`config.mk`:
```
export PLATFORM = sky130hd
export DESIGN_NAME = process_ready_block_scheduler
export DESIGN_NICKNAME = d
export VERILOG_FILES = /design/src/rtl/core/prbsch_pkg.sv /design/src/rtl/core/prbsch_ctrl.sv /design/src/rtl/core/prbsch_dp.sv /design/src/rtl/core/process_ready_block_scheduler.sv
export SDC_FILE = /design/constraint.sdc
export NUM_CORES = 2
export LEC_CHECK = 0
export BUFFER_PORTS_ARGS = -buffer_cell sky130_fd_sc_hd__buf_2
export CELL_PAD_IN_SITES_DETAIL_PLACEMENT = 0
export CELL_PAD_IN_SITES_GLOBAL_PLACEMENT = 1
export CORE_MARGIN = 8
export CORE_UTILIZATION = 50
export DETAILED_ROUTE_END_ITERATION = 7
export MAX_ROUTING_LAYER = met4
export PLACE_DENSITY = 0.71
export SETUP_SLACK_MARGIN = 0.15
export SLEW_MARGIN = 10
export SYNTH_ARGS = -nofsm -noshare
export SYNTH_HDL_FRONTEND = slang
export SYNTH_SLANG_ARGS = --single-unit
export TNS_END_PERCENT = 10
```
`constraint.sdc`:
```
create_clock -name clk -period 9.4 [get_ports clk]
set_input_delay 0.94 -clock clk [delete_from_list [all_inputs] [get_ports clk]]
set_output_delay 0.94 -clock clk [all_outputs]
set_load 0.02 [all_outputs]
```
`src/rtl/core/prbsch_pkg.sv`:
```
// Shared types, codes and defaults for the process ready/block scheduler.
package prbsch_pkg;

	localparam int PID_WIDTH_DEF = 8;

	// Command codes
	localparam logic [1:0] CMD_CREATE    = 2'd0;
	localparam logic [1:0] CMD_TERMINATE = 2'd1;
	localparam logic [1:0] CMD_BLOCK     = 2'd2;
	localparam logic [1:0] CMD_WAKEUP    = 2'd3;

	// Status codes
	localparam logic [1:0] STAT_DONE      = 2'd0;
	localparam logic [1:0] STAT_IGNORED   = 2'd1;
	localparam logic [1:0] STAT_EXHAUSTED = 2'd2;

	typedef struct packed {
		logic [1:0] command;
		logic [7:0] wake_pid;
	} cmd_item_t;

	typedef struct packed {
		logic [1:0] status;
		logic [7:0] running_pid;
		logic       busy_res;
		logic [7:0] new_pid;
	} res_item_t;

	// Controller to datapath
	typedef struct packed {
		logic capture;
		logic execute;
	} prbsch_ctl_t;

endpackage

```
`src/rtl/core/prbsch_ctrl.sv`:
```
// Controller: accept/execute sequencing and result valid.
module prbsch_ctrl
	import prbsch_pkg::*;
(
	input  logic        clk,
	input  logic        arst_n,
	input  logic        cmd_valid,
	output logic        cmd_ready,
	output logic        res_valid,
	input  logic        res_ready,
	output prbsch_ctl_t ctl
);

	typedef enum logic {
		S_IDLE,
		S_EXEC
	} state_t;

	state_t state_q;
	logic   res_valid_q;

	assign cmd_ready   = (state_q == S_IDLE);
	assign res_valid   = res_valid_q;
	assign ctl.capture = cmd_valid && (state_q == S_IDLE);
	// result slot must be free (or freeing) before state commits
	assign ctl.execute = (state_q == S_EXEC) && (!res_valid_q || res_ready);

	always_ff @(posedge clk or negedge arst_n) begin
		if (!arst_n) begin
			state_q     <= S_IDLE;
			res_valid_q <= 1'b0;
		end else begin
			unique case (state_q)
				S_IDLE: begin
					if (cmd_valid) begin
						state_q <= S_EXEC;
					end
				end
				S_EXEC: begin
					if (ctl.execute) begin
						state_q <= S_IDLE;
					end
				end
				default: begin
					state_q <= S_IDLE;
				end
			endcase
			if (ctl.execute) begin
				res_valid_q <= 1'b1;
			end else if (res_ready) begin
				res_valid_q <= 1'b0;
			end
		end
	end

endmodule

```
`src/rtl/core/prbsch_dp.sv`:
```
// Datapath: scheduler state, ready FIFO memory, blocked-mark memory, result register.
module prbsch_dp
	import prbsch_pkg::*;
#(
	parameter int PID_WIDTH = PID_WIDTH_DEF
) (
	input  logic        clk,
	input  logic        arst_n,
	input  prbsch_ctl_t ctl,
	input  cmd_item_t   cmd_data,
	output res_item_t   res_data
);

	localparam int DEPTH = 2 ** PID_WIDTH;
	localparam logic [PID_WIDTH:0] COUNT_FULL = {1'b1, {PID_WIDTH{1'b0}}};

	logic [PID_WIDTH-1:0] ready_mem [DEPTH];
	logic                 mark_mem  [DEPTH];

	logic [PID_WIDTH-1:0] last_pid_q, running_q, head_q, tail_q;
	logic [PID_WIDTH:0]   count_q;
	logic                 busy_q;

	logic [1:0]           cmd_s1;
	logic [PID_WIDTH-1:0] wake_s1;
	logic [PID_WIDTH-1:0] ready_rd_s1;
	logic                 mark_rd_s1;

	res_item_t res_q;

	logic [PID_WIDTH-1:0] wake_in;
	logic [PID_WIDTH-1:0] fresh;
	logic                 exhausted, wake_marked;
	logic [PID_WIDTH-1:0] last_pid_nxt, running_nxt, new_id;
	logic                 busy_nxt;
	logic [1:0]           status;
	logic                 push, pop, push_ok;
	logic [PID_WIDTH-1:0] push_id;
	logic                 mark_we, mark_din;
	logic [PID_WIDTH-1:0] mark_addr;
	logic                 queue_empty;

	assign wake_in     = PID_WIDTH'(cmd_data.wake_pid);
	assign fresh       = last_pid_q + PID_WIDTH'(1);
	assign exhausted   = (last_pid_q == {PID_WIDTH{1'b1}});
	assign queue_empty = (count_q == '0);
	// marks of ids not yet handed out were never written: treat as clear
	assign wake_marked = (wake_s1 != '0) && (wake_s1 <= last_pid_q) && mark_rd_s1;
	assign push_ok     = push && (count_q < COUNT_FULL);

	always_comb begin
		last_pid_nxt = last_pid_q;
		running_nxt  = running_q;
		busy_nxt     = busy_q;
		new_id       = '0;
		status       = STAT_DONE;
		push         = 1'b0;
		push_id      = '0;
		pop          = 1'b0;
		mark_we      = 1'b0;
		mark_addr    = '0;
		mark_din     = 1'b0;
		unique case (cmd_s1)
			CMD_CREATE: begin
				if (exhausted) begin
					status = STAT_EXHAUSTED;
				end else begin
					last_pid_nxt = fresh;
					new_id       = fresh;
					mark_we      = 1'b1;
					mark_addr    = fresh;
					mark_din     = 1'b0;
					if (!busy_q) begin
						running_nxt = fresh;
						busy_nxt    = 1'b1;
					end else begin
						push    = 1'b1;
						push_id = fresh;
					end
				end
			end
			CMD_TERMINATE: begin
				if (queue_empty) begin
					busy_nxt    = 1'b0;
					running_nxt = '0;
				end else begin
					running_nxt = ready_rd_s1;
					busy_nxt    = 1'b1;
					pop         = 1'b1;
				end
			end
			CMD_BLOCK: begin
				if (!busy_q) begin
					status = STAT_IGNORED;
				end else begin
					mark_we   = 1'b1;
					mark_addr = running_q;
					mark_din  = 1'b1;
					if (queue_empty) begin
						busy_nxt    = 1'b0;
						running_nxt = '0;
					end else begin
						running_nxt = ready_rd_s1;
						busy_nxt    = 1'b1;
						pop         = 1'b1;
					end
				end
			end
			CMD_WAKEUP: begin
				if (!wake_marked) begin
					status = STAT_IGNORED;
				end else begin
					mark_we   = 1'b1;
					mark_addr = wake_s1;
					mark_din  = 1'b0;
					if (!busy_q) begin
						running_nxt = wake_s1;
						busy_nxt    = 1'b1;
					end else begin
						push    = 1'b1;
						push_id = wake_s1;
					end
				end
			end
			default: begin
				status = STAT_DONE;
			end
		endcase
	end

	// Control registers
	always_ff @(posedge clk or negedge arst_n) begin
		if (!arst_n) begin
			last_pid_q <= '0;
			running_q  <= '0;
			busy_q     <= 1'b0;
			head_q     <= '0;
			tail_q     <= '0;
			count_q    <= '0;
		end else if (ctl.execute) begin
			last_pid_q <= last_pid_nxt;
			running_q  <= running_nxt;
			busy_q     <= busy_nxt;
			if (pop) begin
				head_q <= head_q + PID_WIDTH'(1);
			end
			if (push_ok) begin
				tail_q <= tail_q + PID_WIDTH'(1);
			end
			count_q <= count_q + (PID_WIDTH + 1)'(push_ok) - (PID_WIDTH + 1)'(pop);
		end
	end

	// Beat capture and registered memory reads
	always_ff @(posedge clk) begin
		if (ctl.capture) begin
			cmd_s1      <= cmd_data.command;
			wake_s1     <= wake_in;
			ready_rd_s1 <= ready_mem[head_q];
			mark_rd_s1  <= mark_mem[wake_in];
		end
	end

	// Memory writes
	always_ff @(posedge clk) begin
		if (ctl.execute && push_ok) begin
			ready_mem[tail_q] <= push_id;
		end
		if (ctl.execute && mark_we) begin
			mark_mem[mark_addr] <= mark_din;
		end
	end

	// Result register
	always_ff @(posedge clk) begin
		if (ctl.execute) begin
			res_q.status      <= status;
			res_q.running_pid <= 8'(running_nxt);
			res_q.busy_res    <= busy_nxt;
			res_q.new_pid     <= 8'(new_id);
		end
	end

	assign res_data = res_q;

endmodule

```
`src/rtl/core/process_ready_block_scheduler.sv`:
```
// Top level of the non-preemptive FIFO process scheduler with blocked marks.
//
//  channel | dir | handshake             | payload
//  --------+-----+-----------------------+-------------------------------------------
//  cmd     | in  | cmd_valid / cmd_ready | cmd_data: command, wake_pid
//  res     | out | res_valid / res_ready | res_data: status, running_pid, busy_res, new_pid
//
// For each command beat, the accept cycle issues the registered reads of the ready FIFO
// head and the blocked mark of wake_pid; the execute state then updates state, writes
// both memories and loads the result register once the result register is free.
// Reset needs no clearing pass: an id's mark is written when the id is created, and
// ids above the last one handed out read as not blocked.
// A result waiting on res_ready does not stop the next beat being accepted; that
// beat's update waits until the result register is free.
module process_ready_block_scheduler
	import prbsch_pkg::*;
#(
	parameter int PID_WIDTH = PID_WIDTH_DEF
) (
	input  logic      clk,
	input  logic      arst_n,
	input  logic      cmd_valid,
	output logic      cmd_ready,
	input  cmd_item_t cmd_data,
	output logic      res_valid,
	input  logic      res_ready,
	output res_item_t res_data
);

	prbsch_ctl_t ctl;

	prbsch_ctrl u_ctrl (
		.clk       (clk),
		.arst_n    (arst_n),
		.cmd_valid (cmd_valid),
		.cmd_ready (cmd_ready),
		.res_valid (res_valid),
		.res_ready (res_ready),
		.ctl       (ctl)
	);

	prbsch_dp #(
		.PID_WIDTH (PID_WIDTH)
	) u_dp (
		.clk      (clk),
		.arst_n   (arst_n),
		.ctl      (ctl),
		.cmd_data (cmd_data),
		.res_data (res_data)
	);

endmodule

```
# Word-level counts from Yosys, hierarchy flattened
# Memory sizes are Yosys's and may differ from the RTL's. A register that Yosys moved wholly into a read port is not among the register bits.
# Index checks and enable logic that the tools add are counted.
# Widths: inputs -> output; s select.
[word_totals]
regBits = 73
latch_bits = 0
mem_bits_rw = 2304
romBits = 0
in_bits = 14
output_inout_bits = 21
elab_cells = 88
memories = 2
[classes]
addsub = 5
multipliers = 0
div_mod_pow = 0
order_cmp = 2
eq_ne = 4
shift = 0
mux = 43
bitwise_logic = 2
reduce_logical = 16
[mem_list]
columns = ["name", "words", "width", "read_ports", "rd_clocked_by_memory_dff", "wr", "line_no", "rtl"]
rows = [
  ["u_dp.ready_mem", 256, 8, 1, 1, 1, "prbsch_dp.sv:17", "logic [PID_WIDTH-1:0] ready_mem [DEPTH];"],
  ["u_dp.mark_mem", 256, 1, 1, 1, 1, "prbsch_dp.sv:18", "logic mark_mem [DEPTH];"],
]
[op_table]
columns = ["operator", "count"]
rows = [
  ["$mux 8", 13],
  ["$pmux 8 s4", 1],
  ["$add 8x1->8 const B", 3],
  ["$pmux 8 s3", 1],
  ["$mux 1", 20],
  ["$pmux 8 s2", 1],
  ["$add 9x1->9", 1],
  ["$logic_not 9->1", 1],
  ["$lt 9x9->1 const B", 1],
  ["$sub 9x1->9", 1],
  ["$eq 8x8->1 const B", 1],
  ["$le 8x8->1", 1],
  ["$reduce_bool 8->1", 1],
  ["$logic_and 1x1->1", 7],
  ["$pmux 1 s2", 3],
  ["$pmux 2 s3", 1],
  ["$eq 2x2->1 const B", 2],
  ["$pmux 1 s4", 1],
  ["$reduce_and 2->1", 2],
  ["$pmux 1 s3", 1],
  ["$reduce_and 3->1", 1],
  ["$eq 2x1->1 const B", 1],
  ["$logic_not 2->1", 1],
  ["$mux 2", 1],
  ["4 further kinds", 5],
]

# Longest topological paths before layout
[depth]
depth_word = 9
mapped_depth = 21
ltp_nobuf = 20

# By module
# From an unflattened synthesis, not the netlist that was laid out.
[unflattened]
hier_cells = 4865
area_unflattened_um2 = 95751.8
[by_module_without_submodules]
columns = ["mod", "n_inst", "cells_per_inst", "area_each_um2", "seq_area_each_um2"]
rows = [
  ["prbsch_dp", 1, 4857, 95658.0, 71378.5],
  ["prbsch_ctrl", 1, 8, 93.8, 50.0],
]

# Least setup slack after synthesis
# No wires, ideal clock.
[synth_path]
kind = "reg2reg"
start = "reg u_dp.wake_s1[1]"
end = "mem u_dp.ready_mem[0][2] in the netlist's numbering, data pin"
setup_ps = 1574
t_arrival_ps = 8745
t_required_ps = 7826
path_slack_ps = -919
path_stages_with_launch = 10
n_path_buf = 1
period_less_slack_ps = 10319
cell_sequence = "edfxtp_1 ha_1 nor2b_1 o211ai_1 a21oi_1 o22a_1 buf_2 nor2_1 nand2_1 a21oi_1"
[synth_between]
elab_chain_len = 5
word_cells_on_any_way = 6
cone_classes = "1 x order compare; 2 x mux; 3 x reduce/logical"
[synth_rtl]
columns = ["element", "line_no", "rtl"]
rows = [
  ["start: declaration", "prbsch_dp.sv:25", "logic [PID_WIDTH-1:0] wake_s1;"],
  ["start signal: assignment", "prbsch_dp.sv:158", "wake_s1 <= wake_in;"],
  ["$le 8x8->1 or $reduce_bool 8->1 (tied branches)", "prbsch_dp.sv:48", "assign wake_marked = (wake_s1 != '0) && (wake_s1 <= last_pid_q) && mark_rd_s1;"],
  ["$logic_and 1x1->1 * (2 in a row)", "prbsch_dp.sv:48", ""],
  ["$mux 8 *", "prbsch_dp.sv:110", "if (!wake_marked) begin"],
  ["$pmux 8 s2 *", "prbsch_dp.sv:63", "unique case (cmd_s1)"],
  ["named net u_dp.push_id[2]", "prbsch_dp.sv:38", "logic [PID_WIDTH-1:0] push_id;"],
  ["end: declaration", "prbsch_dp.sv:17", ""],
]
# Mark *: on every way through the listed nets, which the timed path passes. The rest lies on a longest branch.

# Worst setup path after layout
[layout_path]
start = "reg u_dp.cmd_s1[0]"
end = "mem u_dp.ready_mem[207][7] in the netlist's numbering, enable pin"
[layout_between]
elab_chain_len = 6
word_cells_on_any_way = 7
cone_classes = "1 x eq/ne; 3 x mux; 3 x reduce/logical"
[layout_rtl]
columns = ["element", "line_no", "rtl"]
rows = [
  ["start: declaration", "prbsch_dp.sv:24", "logic [1:0] cmd_s1;"],
  ["start signal: assignment", "prbsch_dp.sv:157", "cmd_s1 <= cmd_data.command;"],
  ["$eq 2x2->1 or $logic_not 2->1 (tied branches)", "prbsch_dp.sv:63", ""],
  ["$pmux 1 s2 *", "prbsch_dp.sv:63", ""],
  ["$logic_and 1x1->1 *", "prbsch_dp.sv:49", "assign push_ok = push && (count_q < COUNT_FULL);"],
  ["$logic_and 1x1->1 *", "prbsch_dp.sv:166", "if (ctl.execute && push_ok) begin"],
  ["$mux 1 *", "prbsch_dp.sv:166", ""],
  ["$mux 1 (not written as such) *", "prbsch_dp.sv:167", "ready_mem[tail_q] <= push_id;"],
]
# Mark *: on every way between the ends. The rest lies on a longest branch, timed or not.

==> impl_metrics.yaml <==
floorplan:
  die_y_microns: 452
  ioPinCount: 35
  rows: 160
  dieArea_sq_um: 204000
  die_w_microns: 452
  coreArea_sq_um: 189000
  initial_core_util_pct: 50.1
global_routing:
  grt_pass1_vias: 48932
  overflow: 0
  antenna_found_initial: 11
  grt_pass1_wl_microns: 352000
  grt_use_total_pct: 24.2
  grt_start_max_net_pins: 184
critical_path:
  critPathMaxFanout: 17
  cp-end-kind: "flip-flop"
  critPathKind: "flip-flop to flip-flop"
  critPathLaunchType: "flip-flop"
  r2r-end: "u_dp.ready_mem[207][7]"
  cp.required_ns: 9.91
  worstPathArrival_ns: 5.65
  regToRegSetupSlack_ns: 4.26
  r2r_cells: 9
  r2r-start: "u_dp.cmd_s1[0]"
power_and_ir_drop:
  power_frac_clock_pct: 33.1
  pwr-share-comb_pct: 23.1
  irDropWorstVdd_uv: 251
  power.share.switching_pct: 29.1
  power_switching_uw: 8200
  p_seq_share_pct: 43.7
  power.internal_uw: 20000
  leakage_uw: 0.0333
  power_density_nw_per_um2: 267
final_layout:
  instances_no_fill: 7799
  nFillCells: 14416
  fin_nets: 5130
  area_growth_pct: 11.2
  drive_gt1_share_pct: 18.8
sta:
  finalHoldViolCount: 0
  worst_pin_slew_ns: 1.27
  setup_ws_ns: 4.26
  setup_viol: 0
  finalCriticalPeriod_ns: 5.14
  fmax_mhz: 195
  period_share_pct: 54.7
  skew_ns: 0.0651
  rsz0062_at_grt: "no"
  drv_slew: 0
  slew_headroom_pct: 14.6
logic_synthesis:
  async_flop_share_pct: 1.84
  synthAdderAreaFrac_pct: 0.416
  ys_seq_area_share_pct: 75.2
  synth_top_cell_area_share_pct: 74.1
  syn_nets: 5091
  syn_avg_cell_area_sq_um: 18.8
  synth_common_cells: "2,342 x edfxtp_1, 591 x nor2_1, 472 x mux4_2, 236 x mux2i_1, 204 x clkbuf_1"
  ys_types: 73
  yosys.area.top_type: "edfxtp_1"
  syn_area_sq_um: 94900
  yosysWarnings: 0
  ys_ff_latch: 2386
  syn_inst: 5046
  synth-xor-area-share_pct: 0.304
  synth_edf_count: 2342
  synth_compound_area_share_pct: 4.28
  synth.most_common_cell: "edfxtp_1"
  synth_top_family_by_area: "multiplexers"
  yosys.area_share.simple_pct: 4.25
  muxShareOfSynthArea_pct: 13.9
  synth_area_leaders: "edfxtp_1 74%, mux4_2 11%, mux2i_1 2.5%"
  ys.flop_type: "edfxtp_1"
cts:
  cts_buffers: 231
  cts.path.max_buffers: 3
  htree_num_levels: 4
  holdBufCountCts: 0
  cts_tree: "done"
  clkTransAtPathRegs_ns: 0.07
  clkLatencyLatePin_ns: 0.88
  cts_resized: 0
  cts_setup_buffers: 0
  cts_root_buffer: "clkbuf_16"
  clock-sinks: 2386
run_status:
  status: "finished, final reports clean"
placement:
  gp_congestion: 0.850
  post-place-ws_ns: 4.34
  dpl.hpwl_microns: 143000
  numPortBuffers: 34
  place_inst: 7363
flow_run:
  cap_viol_max_count: 0
drt:
  drt_iter0_drc: 6269
  wl_per_cell_microns: 31.2
  drt-total-wl_microns: 243000
  vias: 49597
  drc: 0
  vias_per_cell: 6.36
  drt-pass1-iter-count: 5
  drtAntennaViolNets: 0
hold_path:
  worst_hold_path_type: "primary input to async pin"
kinds of logic after synthesis:
family,count (synthesis)
XOR/XNOR,33
buffers and inverters,357
flip-flops,2386
adder cells (fa/ha/maj),31
multiplexers,723
AO/OA/AOI/OAI,580
AND/OR/NAND/NOR,936
final cells by class:
| class | instances | area (sq um) | share of cell area [%] |
|---|---|---|---|
| clock inverters | 151 | 1680 | 1.60 |
| multi-input cells | 2303 | 22100 | 21.0 |
| repair buffers | 121 | 978 | 0.927 |
| clock buffers | 282 | 5990 | 5.68 |
| well taps | 2511 | 3140 | 2.98 |
| diodes | 3 | 7.51 | 0.00711 |
| flip-flops and latches | 2386 | 71400 | 67.7 |
| inverters | 42 | 158 | 0.149 |
layout by cell type (no fill, tap or decap), drive strengths merged, types with 20 or more instances in the layout:
cell    synthesis  layout
a211oi         21      21
a21oi         122     122
a221o          21      21
a221oi         59      59
a22o           21      21
a22oi         119     119
a31oi          20      20
buf           111     121
bufinv          0      30
clkbuf        204     282
clkinv          1     104
dfrtp          44      44
edfxtp       2342    2342
ha             30      30
inv            41      52
mux2i         236     236
mux4          472     472
nand2         125     125
nand2b         20      20
nand3          64      64
nor2          591     591
nor2b          26      26
nor3           26      26
o21ai          60      60
o22ai          42      42
xnor2          25      25
metrics by stage:
step	hold WS, ns	cell area [sq um]	power (uW)	TNS (ns)	utilization, %
finish	0.167	106000	28200	0	55.7
global route	0.192	106000	29100	0	55.7
CTS	0.127	106000	28400	0	55.7
detailed placement	0.489	97800	19100	0	51.7
global placement	0.470	97800	19100	0	51.7
floorplan	0.450	95000	17100	-130.22	-
sequential cells by signal, indices dropped and copies added (netlist names):
name and count:
u_dp.count_q 9, u_dp.busy_q 1, u_ctrl.state_q 1, u_dp.tail_q 8
u_dp.mark_mem 256, u_dp.wake_s1 8, u_dp.cmd_s1 2, u_dp.head_q 8
u_dp.res_data 19, u_ctrl.res_valid 1, u_dp.running_q 8, u_dp.last_pid_q 8
u_dp.ready_rd_s1 8, u_dp.mark_rd_s1 1, u_dp.ready_mem 2048
power by group through the flow:
stage               logic [uW]  clock network, uW  registers [uW]
floorplan                 4570                  0           12500
global placement          6520                  0           12600
detailed placement        6550                  0           12600
CTS                       6560               9490           12300
global route              6900               9860           12400
finish                    6520               9350           12300
how the worst max path moves through the flow:
stage,to,slack [ns],start
5_1_grt,u_dp.ready_mem[207][5],3.98,u_dp.cmd_s1[0]
3_5_place_dp,u_dp.ready_mem[207][7],4.34,u_dp.cmd_s1[0]
3_3_place_gp,u_dp.ready_rd_s1[5],4.26,u_dp.head_q[0]
6_report,u_dp.ready_mem[207][7],4.26,u_dp.cmd_s1[0]
2_1_floorplan,u_dp.ready_mem[0][5],-0.51,u_dp.wake_s1[1]
4_1_cts,u_dp.ready_mem[207][5],4.31,u_dp.cmd_s1[0]
per-layer routing:
layer / up-vias / track usage (%) / wire [microns]
li1: 20557 / - / -
met1: 26130 / 34.6 / 101000
met2: 2512 / 36.0 / 112000
met3: 398 / 4.94 / 22700
met4: 0 / 6.68 / 6750
met5: - / - / 0
worst max-delay path: stages (launching register included):
cell      delay [ns]
edfxtp_1        0.43
inv_1           0.11
ha_1            0.25
nand2b_1        0.56
nor3_1          0.45
and3_1          0.22
a22oi_1         0.24
nor2_1          0.56
nand3_2         0.95
nor2_1          0.97
Note: power is estimated with default switching activity, not from simulation.
